==> config.mk <==
export PLATFORM = sky130hd
export DESIGN_NAME = uart_bit_receiver
export DESIGN_NICKNAME = d
export VERILOG_FILES = /design/src/rtl/core/uart_rx_pkg.sv /design/src/rtl/core/uart_bit_receiver.sv
export VERILOG_INCLUDE_DIRS = /design/src /design/src/rtl/core
export SDC_FILE = /design/constraint.sdc
export NUM_CORES = 1
export LEC_CHECK = 0
export BUFFER_PORTS_ARGS = -buffer_cell sky130_fd_sc_hd__buf_2
export CAP_MARGIN = 5
export CORE_ASPECT_RATIO = 0.5
export CORE_MARGIN = 8
export CORE_UTILIZATION = 53
export DETAILED_ROUTE_END_ITERATION = 8
export GPL_TIMING_DRIVEN = 1
export PLACE_DENSITY = 0.76
export SKIP_LAST_GASP = 1
export SLEW_MARGIN = 20
export SYNTH_ARGS = -nofsm -noshare
export SYNTH_HDL_FRONTEND = slang
export SYNTH_SLANG_ARGS = --single-unit
==> constraint.sdc <==
create_clock -name clk_i -period 5 [get_ports clk_i]
set_input_delay 0.25 -clock clk_i [delete_from_list [all_inputs] [get_ports clk_i]]
set_output_delay 0.25 -clock clk_i [all_outputs]
set_load 0.05 [all_outputs]
==> src/rtl/core/uart_bit_receiver_defines.svh <==
// ----------------------------------------------------------------------------
// UART bit receiver assertion macros
// Shared concurrent assertion forms, clocked on clk_i, off during reset.
// ----------------------------------------------------------------------------
`ifndef UART_BIT_RECEIVER_DEFINES_SVH
`define UART_BIT_RECEIVER_DEFINES_SVH

// same-cycle implication
`define URX_ASSERT_IMPL(lbl, ante, cons, msg) \
  lbl: assert property (@(posedge clk_i) disable iff (!rst_ni) (ante) |-> (cons)) \
    else $error(msg);

// next-cycle implication
`define URX_ASSERT_NEXT(lbl, ante, cons, msg) \
  lbl: assert property (@(posedge clk_i) disable iff (!rst_ni) (ante) |=> (cons)) \
    else $error(msg);

`endif

==> src/rtl/core/uart_rx_pkg.sv <==
// ----------------------------------------------------------------------------
// UART bit receiver package
// Field widths, register indexes, parity modes and the result type.
// ----------------------------------------------------------------------------
`timescale 1ns / 1ps
`default_nettype none

package uart_rx_pkg;

  localparam int unsigned DATA_W  = 9;
  localparam int unsigned FRAME_W = 12;
  localparam int unsigned IDX_W   = 4;
  localparam int unsigned CFG_W   = 4;
  localparam int unsigned CFG_IDX_W = 2;

  typedef enum logic [CFG_IDX_W-1:0] {
    CFG_DATA_WIDTH  = 2'd0,
    CFG_PARITY_MODE = 2'd1,
    CFG_STOP_COUNT  = 2'd2
  } cfg_reg_e;

  typedef enum logic [2:0] {
    PAR_NONE  = 3'd0,
    PAR_EVEN  = 3'd1,
    PAR_ODD   = 3'd2,
    PAR_MARK  = 3'd3,
    PAR_SPACE = 3'd4
  } parity_mode_e;

  typedef struct packed {
    logic              break_seen;
    logic              framing_error;
    logic              parity_error;
    logic [DATA_W-1:0] received_data;
  } rx_result_t;

endpackage

`default_nettype wire

==> src/rtl/core/uart_bit_receiver.sv <==
// ----------------------------------------------------------------------------
// UART bit receiver
// Frames sampled line bits into data words with parity, framing and break
// flags.
// ----------------------------------------------------------------------------
// Usage:
//   The input stream carries one sampled line bit per transaction in
//   s_axis_tdata_i[0]. While idle, a 0 after a 1 starts a frame; the next
//   data, parity and stop bits are collected LSB first. The transaction that
//   carries the last stop bit produces one result transaction on the output
//   stream: data word plus parity error, framing error and break flags.
//   The result is registered in the output register, or in the skid register if stalled.
//   Throughput: one bit per cycle while s_axis_tready_o is high; every bit is
//   handled by a single level of logic between state and result registers.
//   The output register is backed by a one-entry skid register, so input
//   keeps flowing while a result waits. s_axis_tready_o drops only while the
//   skid register is full, i.e. two results are waiting.
//   Configuration writes (cfg_we_i, cfg_idx_i, cfg_data_i) take effect at
//   once: index 0 data width, 1 parity mode, 2 stop count.
//   Reset returns to idle with 8 data bits, no parity, one stop bit, and
//   drops any pending result.
// ----------------------------------------------------------------------------
`timescale 1ns / 1ps
`default_nettype none
`include "uart_bit_receiver_defines.svh"

module uart_bit_receiver #(
  parameter int unsigned MAX_DATA_BITS = 9
) (
  input  wire logic                            clk_i,
  input  wire logic                            rst_ni,
  input  wire logic                            cfg_we_i,
  input  wire logic [uart_rx_pkg::CFG_IDX_W-1:0] cfg_idx_i,
  input  wire logic [uart_rx_pkg::CFG_W-1:0]   cfg_data_i,
  input  wire logic                            s_axis_tvalid_i,
  output      logic                            s_axis_tready_o,
  // [0] line_bit, [7:1] zero
  input  wire logic [7:0]                      s_axis_tdata_i,
  output      logic                            m_axis_tvalid_o,
  input  wire logic                            m_axis_tready_i,
  // [8:0] received_data, [9] parity_error, [10] framing_error,
  // [11] break_seen, [15:12] zero
  output      logic [15:0]                     m_axis_tdata_o
);

  localparam logic [uart_rx_pkg::IDX_W-1:0] MaxDw = uart_rx_pkg::IDX_W'(MAX_DATA_BITS);

  logic [uart_rx_pkg::CFG_W-1:0] data_width_q;
  logic [2:0]                    parity_mode_q;
  logic [1:0]                    stop_count_q;

  logic                              prev_q, prev_d;
  logic                              rx_q, rx_d;
  logic [uart_rx_pkg::IDX_W-1:0]     idx_q, idx_d;
  logic [uart_rx_pkg::FRAME_W-1:0]   shift_q, shift_d;

  uart_rx_pkg::rx_result_t out_q, skid_q, res;
  logic                    out_vld_q, skid_vld_q;

  logic                              in_acc;
  logic                              bit_in;
  logic [uart_rx_pkg::IDX_W-1:0]     dw, len, idx_inc;
  logic                              par_on;
  logic [1:0]                        sc;
  logic [uart_rx_pkg::FRAME_W-1:0]   shift_new, frame;
  logic [uart_rx_pkg::DATA_W-1:0]    data;
  logic                              expected;
  logic                              r_vld;
  logic                              out_load;
  uart_rx_pkg::parity_mode_e         pm;

  assign in_acc          = s_axis_tvalid_i & s_axis_tready_o;
  assign bit_in          = s_axis_tdata_i[0];
  assign s_axis_tready_o = !skid_vld_q;

  always_ff @(posedge clk_i or negedge rst_ni) begin
    if (!rst_ni) begin
      data_width_q  <= 4'd8;
      parity_mode_q <= uart_rx_pkg::PAR_NONE;
      stop_count_q  <= 2'd1;
    end else if (cfg_we_i) begin
      case (cfg_idx_i)
        uart_rx_pkg::CFG_DATA_WIDTH:  data_width_q  <= cfg_data_i;
        uart_rx_pkg::CFG_PARITY_MODE: parity_mode_q <= cfg_data_i[2:0];
        uart_rx_pkg::CFG_STOP_COUNT:  stop_count_q  <= cfg_data_i[1:0];
        default: ;
      endcase
    end
  end

  always_comb begin
    if (data_width_q == '0) begin
      dw = 4'd1;
    end else if (data_width_q > MaxDw) begin
      dw = MaxDw;
    end else begin
      dw = data_width_q;
    end
    case (parity_mode_q)
      uart_rx_pkg::PAR_EVEN:  pm = uart_rx_pkg::PAR_EVEN;
      uart_rx_pkg::PAR_ODD:   pm = uart_rx_pkg::PAR_ODD;
      uart_rx_pkg::PAR_MARK:  pm = uart_rx_pkg::PAR_MARK;
      uart_rx_pkg::PAR_SPACE: pm = uart_rx_pkg::PAR_SPACE;
      default:                pm = uart_rx_pkg::PAR_NONE;
    endcase
    par_on = (pm != uart_rx_pkg::PAR_NONE);
    sc     = (stop_count_q == 2'd0) ? 2'd1 : ((stop_count_q == 2'd3) ? 2'd2 : stop_count_q);
    len    = dw + {3'd0, par_on} + {2'd0, sc};
  end

  always_comb begin
    idx_inc = idx_q + 4'd1;
    for (int i = 0; i < uart_rx_pkg::FRAME_W; i++) begin
      shift_new[i] = shift_q[i] | (bit_in & (idx_q == uart_rx_pkg::IDX_W'(i)));
      frame[i]     = shift_new[i] & (uart_rx_pkg::IDX_W'(i) < len);
    end
    for (int i = 0; i < uart_rx_pkg::DATA_W; i++) begin
      data[i] = frame[i] & (uart_rx_pkg::IDX_W'(i) < dw);
    end
    case (pm)
      uart_rx_pkg::PAR_EVEN: expected = ^data;
      uart_rx_pkg::PAR_ODD:  expected = ~^data;
      uart_rx_pkg::PAR_MARK: expected = 1'b1;
      default:               expected = 1'b0;
    endcase
    res.received_data = data;
    res.parity_error  = par_on & (frame[dw] != expected);
    res.framing_error = !frame[len - 4'd1];
    res.break_seen    = (frame == '0);
  end

  always_comb begin
    prev_d  = prev_q;
    rx_d    = rx_q;
    idx_d   = idx_q;
    shift_d = shift_q;
    r_vld   = 1'b0;
    if (in_acc) begin
      if (!rx_q) begin
        if (!bit_in && prev_q) begin
          rx_d    = 1'b1;
          idx_d   = '0;
          shift_d = '0;
        end else begin
          prev_d = bit_in;
        end
      end else begin
        prev_d  = bit_in;
        shift_d = shift_new;
        if (idx_inc < len) begin
          idx_d = idx_inc;
        end else begin
          rx_d  = 1'b0;
          idx_d = '0;
          r_vld = 1'b1;
        end
      end
    end
  end

  always_ff @(posedge clk_i or negedge rst_ni) begin
    if (!rst_ni) begin
      prev_q  <= 1'b0;
      rx_q    <= 1'b0;
      idx_q   <= '0;
      shift_q <= '0;
    end else begin
      prev_q  <= prev_d;
      rx_q    <= rx_d;
      idx_q   <= idx_d;
      shift_q <= shift_d;
    end
  end

  assign out_load = !out_vld_q || m_axis_tready_i;

  always_ff @(posedge clk_i or negedge rst_ni) begin
    if (!rst_ni) begin
      out_vld_q  <= 1'b0;
      skid_vld_q <= 1'b0;
    end else if (out_load) begin
      if (skid_vld_q) begin
        out_vld_q  <= 1'b1;
        skid_vld_q <= 1'b0;
      end else begin
        out_vld_q <= r_vld;
      end
    end else if (r_vld) begin
      skid_vld_q <= 1'b1;
    end
  end

  always_ff @(posedge clk_i) begin
    if (out_load) begin
      out_q <= skid_vld_q ? skid_q : res;
    end else if (r_vld) begin
      skid_q <= res;
    end
  end

  assign m_axis_tvalid_o = out_vld_q;
  assign m_axis_tdata_o  = {4'd0, out_q};

  `URX_ASSERT_IMPL(a_skid_behind_out, skid_vld_q, out_vld_q, "skid full while output empty")
  `URX_ASSERT_NEXT(a_idle_after_result, r_vld, !rx_q, "receiver not idle after a result")
  `URX_ASSERT_IMPL(a_idle_index_zero, !rx_q, idx_q == '0, "bit index not cleared while idle")
  `URX_ASSERT_IMPL(a_index_in_frame, rx_q, idx_q < uart_rx_pkg::IDX_W'(uart_rx_pkg::FRAME_W),
                   "bit index beyond frame")

endmodule

`default_nettype wire

After elaboration in Yosys (flattened, before gate mapping)
Cells that the tools add are included.
Cells by class
  $add $sub $neg: 4
  order comparisons: 25
  eq/ne operators: 23
  multiplexer cells: 27
  bitwise logic cells: 48
  reduce and logical (&&, ||, !) cells: 22
Operator list (number)
  2-to-1 mux 12 bit: 3
  AND 1 bit: 35
  < comparator 3 x 4 -> 1 bit, first input constant: 8
  < comparator 4 bit, first input constant: 5
  2-to-1 mux 4 bit: 5
  == test 4 x 3 -> 1 bit, second input constant: 4
  == test 4 bit, second input constant: 4
  < comparator 1 x 4 -> 1 bit, first input constant: 4
  < comparator 2 x 4 -> 1 bit, first input constant: 4
  2-to-1 mux 1 bit: 13
  == test 3 x 2 -> 1 bit, second input constant: 4
  zero test 12 bit: 1
  bitwise OR 1 bit: 12
  case mux 3 bit (4 select lines): 1
  AND reduction 2 bit: 6
  < comparator 4 x 5 -> 1 bit, second input constant: 2
  XNOR reduction 9 bit: 1
  XOR reduction 9 bit: 1
  binary-select mux 1 bit (select 4 bit): 2
  == test 4 x 2 -> 1 bit, second input constant: 2
  zero test 4 bit: 2
  == test 3 x 1 -> 1 bit, second input constant: 2
  adder 4 x 1 -> 4 bit: 1
  adder 4 x 1 -> 4 bit, second input constant: 1
  19 further kinds: 26
Word-level totals
  flip-flop bits (word level): 53

Logic depth before layout (Yosys ltp)
  depth in word-level cells: 13
  depth in mapped cells: 16
  depth with buffers taken out: 15

Worst setup path after synthesis
OpenSTA, ideal clock, no wires.
  path type: reg-to-reg
  start point: register data_width_q[2] in the netlist's numbering
  end point: register out_q (netlist bit m_axis_tdata_o[9]), data pin
  data arrival time: 4343 ps
  slack: 351 ps
  stages on the path, launching flop included: 15
  path buffers: 1
  clock period less this slack: 4649 ps
  cells stage by stage: dfrtp_1 -> buf_4 -> nor3_1 -> nor3_2 -> fa_1 -> fa_1 -> ha_1 -> or2_2 -> a311oi_4 -> xnor3_1 -> xor2_1 -> xnor3_1 -> and3b_1 -> o211ai_2 -> a41oi_2
Between the ends
  word-level cells in the longest chain between the ends: 13
  elaborated cells on any way between the ends: 56
  those cells by class: 2 x add/sub; 22 x order compare; 1 x eq/ne; 6 x mux; 22 x bitwise; 3 x reduce/logical
Ends and longest elaborated chain
  from (decl): RTL line uart_bit_receiver.sv:48  | logic [uart_rx_pkg::CFG_W-1:0] data_width_q;
  from (signal assigned): RTL line uart_bit_receiver.sv:83  | uart_rx_pkg::CFG_DATA_WIDTH: data_width_q <= cfg_data_i;
  > comparator 4 bit: RTL line uart_bit_receiver.sv:94  | end else if (data_width_q > MaxDw) begin
  2-to-1 mux 4 bit: RTL line uart_bit_receiver.sv:94
  2-to-1 mux 4 bit (*): RTL line uart_bit_receiver.sv:92  | if (data_width_q == '0) begin
  adder 4 x 1 -> 4 bit: RTL line uart_bit_receiver.sv:108  | len = dw + {3'd0, par_on} + {2'd0, sc};
  adder 4 x 2 -> 4 bit: RTL line uart_bit_receiver.sv:108
  < comparator 1 x 4 -> 1 bit: RTL line uart_bit_receiver.sv:115  | frame[i] = shift_new[i] & (uart_rx_pkg::IDX_W'(i) < len);
  AND 1 bit: RTL line uart_bit_receiver.sv:115
  AND 1 bit (*): RTL line uart_bit_receiver.sv:118  | data[i] = frame[i] & (uart_rx_pkg::IDX_W'(i) < dw);
  named net data, one bit: RTL line uart_bit_receiver.sv:66  | logic [uart_rx_pkg::DATA_W-1:0] data;
  XNOR reduction 9 bit / XOR reduction 9 bit (equally long branches): RTL line uart_bit_receiver.sv:122, uart_bit_receiver.sv:121
  case mux 1 bit (3 select lines) (*): RTL line uart_bit_receiver.sv:120  | case (pm)
  inequality test 1 bit (*): RTL line uart_bit_receiver.sv:127  | res.parity_error = par_on & (frame[dw] != expected);
  AND 1 bit (*): RTL line uart_bit_receiver.sv:127
  2-to-1 mux 12 bit (*): RTL line uart_bit_receiver.sv:195  | out_q <= skid_vld_q ? skid_q : res;
  to (signal assigned): RTL line uart_bit_receiver.sv:195
  to (decl): RTL line uart_bit_receiver.sv:57  | uart_rx_pkg::rx_result_t out_q, skid_q, res;
Mark *: on every way through the listed nets, which the timed path passes. The rest lies on a longest branch. The select of a mux whose other input is x is not followed.
A chain may end at the register's enable or synchronous reset.

Worst setup path after layout
  start point: register data_width_q[3] in the netlist's numbering
  end point: register out_q (netlist bit m_axis_tdata_o[9]), data pin
Same word-level chain as after synthesis.

==> key figures <==
Run status
  – Status: finished, violations left
  – Failing checks: hold timing

Floorplan
  – Die Span Y: 70.70 µm
  – Die footprint: 8866 µm²
  – Placeable Area: 5931 µm²
  – # IOs: 37
  – DIE WIDTH: 125.4 µm
  – # rows: 20
  – Initial Utilization: 53.48%

STA
  – Peak Freq: 206.9 MHz
  – PnR worst setup slack: 0.1658 ns
  – Worst-case hold slack: -0.02095 ns
  – Period utilisation layout: 96.68%
  – Worst slew pin tran: 0.8333 ns
  – Worst Skew: 0.005377 ns
  – Slew HR: 43.74%
  – Final hold vios: 27
  – Minimum clock period: 4.834 ns
  – Fin. max-slew vios: 0
  – Final setup viols: 0

Critical path
  – CP required: 5.01 ns
  – Crit-path cells: buf_4 -> nor3_2 -> nor3_4 -> fa_1 -> fa_1 -> ha_1 -> or2_2 -> a311oi_4 -> xnor3_1 -> xor2_1 -> xnor3_1 -> nor2b_1 -> o211ai_1 -> a41oi_2
  – Crit path largest cell delay: 0.59 ns
  – CP max-delay cell: fa_1
  – R2R Path Start: data_width_q[3]
  – Worst-path maximum fanout: 7
  – Crit path arrival time: 4.85 ns
  – CP Capture Type: flip-flop
  – Startpoint Class: flip-flop
  – Worst setup path startpoint: data_width_q[3]
  – Setup CP Type: reg -> reg

Global route
  – Antenna violations before repair: 0
  – First-pass GRT wire length: 11680 µm
  – All-Layer GR Usage: 16.12%
  – Vias in the first global route: 2371
  – Grt total ovfl: 0
  – Largest net degree at the start of global routing: 29

Synthesis
  – Seq/Total Area, Yosys: 44.85%
  – Ys Warns: 0
  – FF+latch count, synth: 52
  – Mean cell area of the mapped netlist: 10.64 µm²
  – Asr flop ratio synth: 53.85%
  – Post-synth cell types: 56
  – Post-synth EDFFs: 24
  – Ys flop type: dfrtp_1
  – Post-Synthesis Cells: 298
  – Mapped Area: 3172 µm²

Cells and area
  – Most frequent cells in the layout: nand2_1 (27), dfrtp_1 (27), buf_2 (25), edfxtp_1 (24), nor2_1 (21)
  – Layout area overhead: 12.39%
  – Fin area: 3565 µm²
  – Layout Nets: 356
  – Share of post-route cells with drive strength above 1: 24.00%
  – Antenna cells: 0

Clocking
  – Clk slew on worst S/H paths: 0.07 ns
  – Worst-skew pair later-pin latency: 0.29 ns
  – Max clock buf depth: 2
  – Root Driver: clkbuf_16
  – Clock Sinks: 52
  – CTS tree: done
  – CTS Hold Buffers Added: 0
  – H-tree depth: 2
  – CTS Buf Count: 5

Pwr
  – Pwr per Cell Area: 653.5 nW/µm²
  – Pleak: 1.503 nW
  – VDD IR max: 0.2083 mV

Run
  – Max-cap violations: 0

Routing
  – Total wire length: 7039 µm
  – Drt wl/cell: 17.51 µm
  – Via-per-instance ratio: 5.846
  – Vias: 2350
  – DRC viols: 0
  – 1st-pass router iterations: 5
  – Initial DRC Count: 196
  – Routed Antenna Nets: 0

Place
  – PortBufs: 25
  – DP Area: 3358 µm²
  – Final GP Congestion: 0.9365
  – DP HPWL: 5263 µm
  – Placement Setup Slack: 0.04721 ns

Hold path
  – Hold Crit Class: in -> async
## power breakdown
group | internal [mW] | switching, mW | total [mW]
registers | 0.583 | 0.0747 | 0.657
logic | 0.517 | 0.772 | 1.29
clock network | 0.235 | 0.148 | 0.383
total | 1.33 | 0.995 | 2.33
## synth_stat cells (2+ instances only)
| cell | instances | area share, % |
|---|---|---|
| nor2_1 | 21 | 2.5 |
| a21oi_2 | 2 | 0.55 |
| and3_1 | 3 | 0.59 |
| a21oi_1 | 13 | 2.1 |
| a21boi_0 | 2 | 0.47 |
| mux4_2 | 3 | 2.1 |
| buf_2 | 4 | 0.63 |
| buf_4 | 5 | 1.2 |
| o21ai_0 | 17 | 2.7 |
| nor4_1 | 3 | 0.59 |
| or2_2 | 2 | 0.39 |
| xor2_1 | 3 | 0.83 |
| nor2b_1 | 9 | 1.8 |
| nand2b_1 | 7 | 1.4 |
| nand3b_1 | 2 | 0.47 |
| a22o_1 | 3 | 0.83 |
| a211oi_1 | 5 | 1.2 |
| nand3_1 | 9 | 1.4 |
| nor3b_1 | 3 | 0.71 |
| a31oi_1 | 14 | 2.8 |
| nand2_1 | 27 | 3.2 |
| dfrtp_1 | 27 | 21 |
| edfxtp_1 | 24 | 23 |
| xnor3_1 | 2 | 1.4 |
| ha_1 | 11 | 4.3 |
| nor3_1 | 3 | 0.47 |
| o31ai_1 | 2 | 0.47 |
| clkbuf_1 | 9 | 1.1 |
| mux2_2 | 16 | 5.7 |
| xnor2_1 | 6 | 1.7 |
| mux2i_1 | 4 | 1.3 |
| inv_1 | 12 | 1.4 |
| fa_1 | 2 | 1.3 |
## stage by stage
step	utilization [%]	setup TNS (ns)	cells	power, mW
2_1_floorplan	-	0	301	1.644
3_3_place_gp	56.62	0	391	1.870
3_5_place_dp	56.62	0	391	1.919
4_1_cts	59.45	0	399	2.310
5_1_grt	60.11	-0.02032	402	2.481
6_report	60.11	0	402	2.329
## kinds of logic after synthesis
kind of cell,share of synthesized area [%]
AO/OA/AOI/OAI,16.13
XOR/XNOR,4.418
adder cells (fa/ha/maj),5.917
buffers and inverters,4.773
flip-flops,44.85
multiplexers,9.073
other,0.1182
AND/OR/NAND/NOR,14.71
## flip-flops by register name (all words and copies together) (netlist names)
name,cells
m_axis_tdata_o,12
data_width_q,4
shift_q,12
idx_q,4
prev_q,1
skid_vld_q,1
rx_q,1
stop_count_q,1
skid_q,12
parity_mode_q,3
m_axis_tvalid_o,1
## routing by layer
metal / global-route usage, % / part of all wire [%] / vias up
met3: 3.298 / 6.5 / 7
met5: 0 / 0 / -
met2: 26.84 / 48 / 95
met4: 4.144 / 0.80 / 0
met1: 21.11 / 45 / 1122
li1: - / - / 1126
## final timing paths
kind,endpoint,slack [ns],cells past startpoint
max,m_axis_tdata_o[9],0.17,14
min,rx_q,-0.02,1
max reg2reg,m_axis_tdata_o[9],0.17,14
min reg2reg,shift_q[1],0.49,2
max in group asynchronous,shift_q[8],4.61,1
min in group clk_i,data_width_q[3],0.20,3
## critical path, delay by kind of cell (launching register included)
kind / cells / cell delay [ns]
AOI/OAI and AO/OA: 3 / 0.80
xor gates and xnor gates: 3 / 0.93
adders and majority gates: 3 / 1.34
buffers and inverters: 1 / 0.13
DFF: 1 / 0.38
and+or+nand+nor: 4 / 0.96
## final cells by class
| cell class | count | area, µm² |
|---|---|---|
| inverters | 12 | 45.04 |
| fillers | 462 | 2366 |
| well taps | 77 | 96.34 |
| repair buffers | 36 | 207.7 |
| clock buffers | 5 | 125.1 |
| flip-flops and latches | 52 | 1423 |
| multi-input cells | 217 | 1625 |
| clock inverters | 3 | 42.54 |
## what timing repair did
item                                    CTS  global route
gates resized for setup                   0             3
endpoints found under the setup margin    0             2
setup buffers                             0             3
Power figures use the tool's default switching activity.
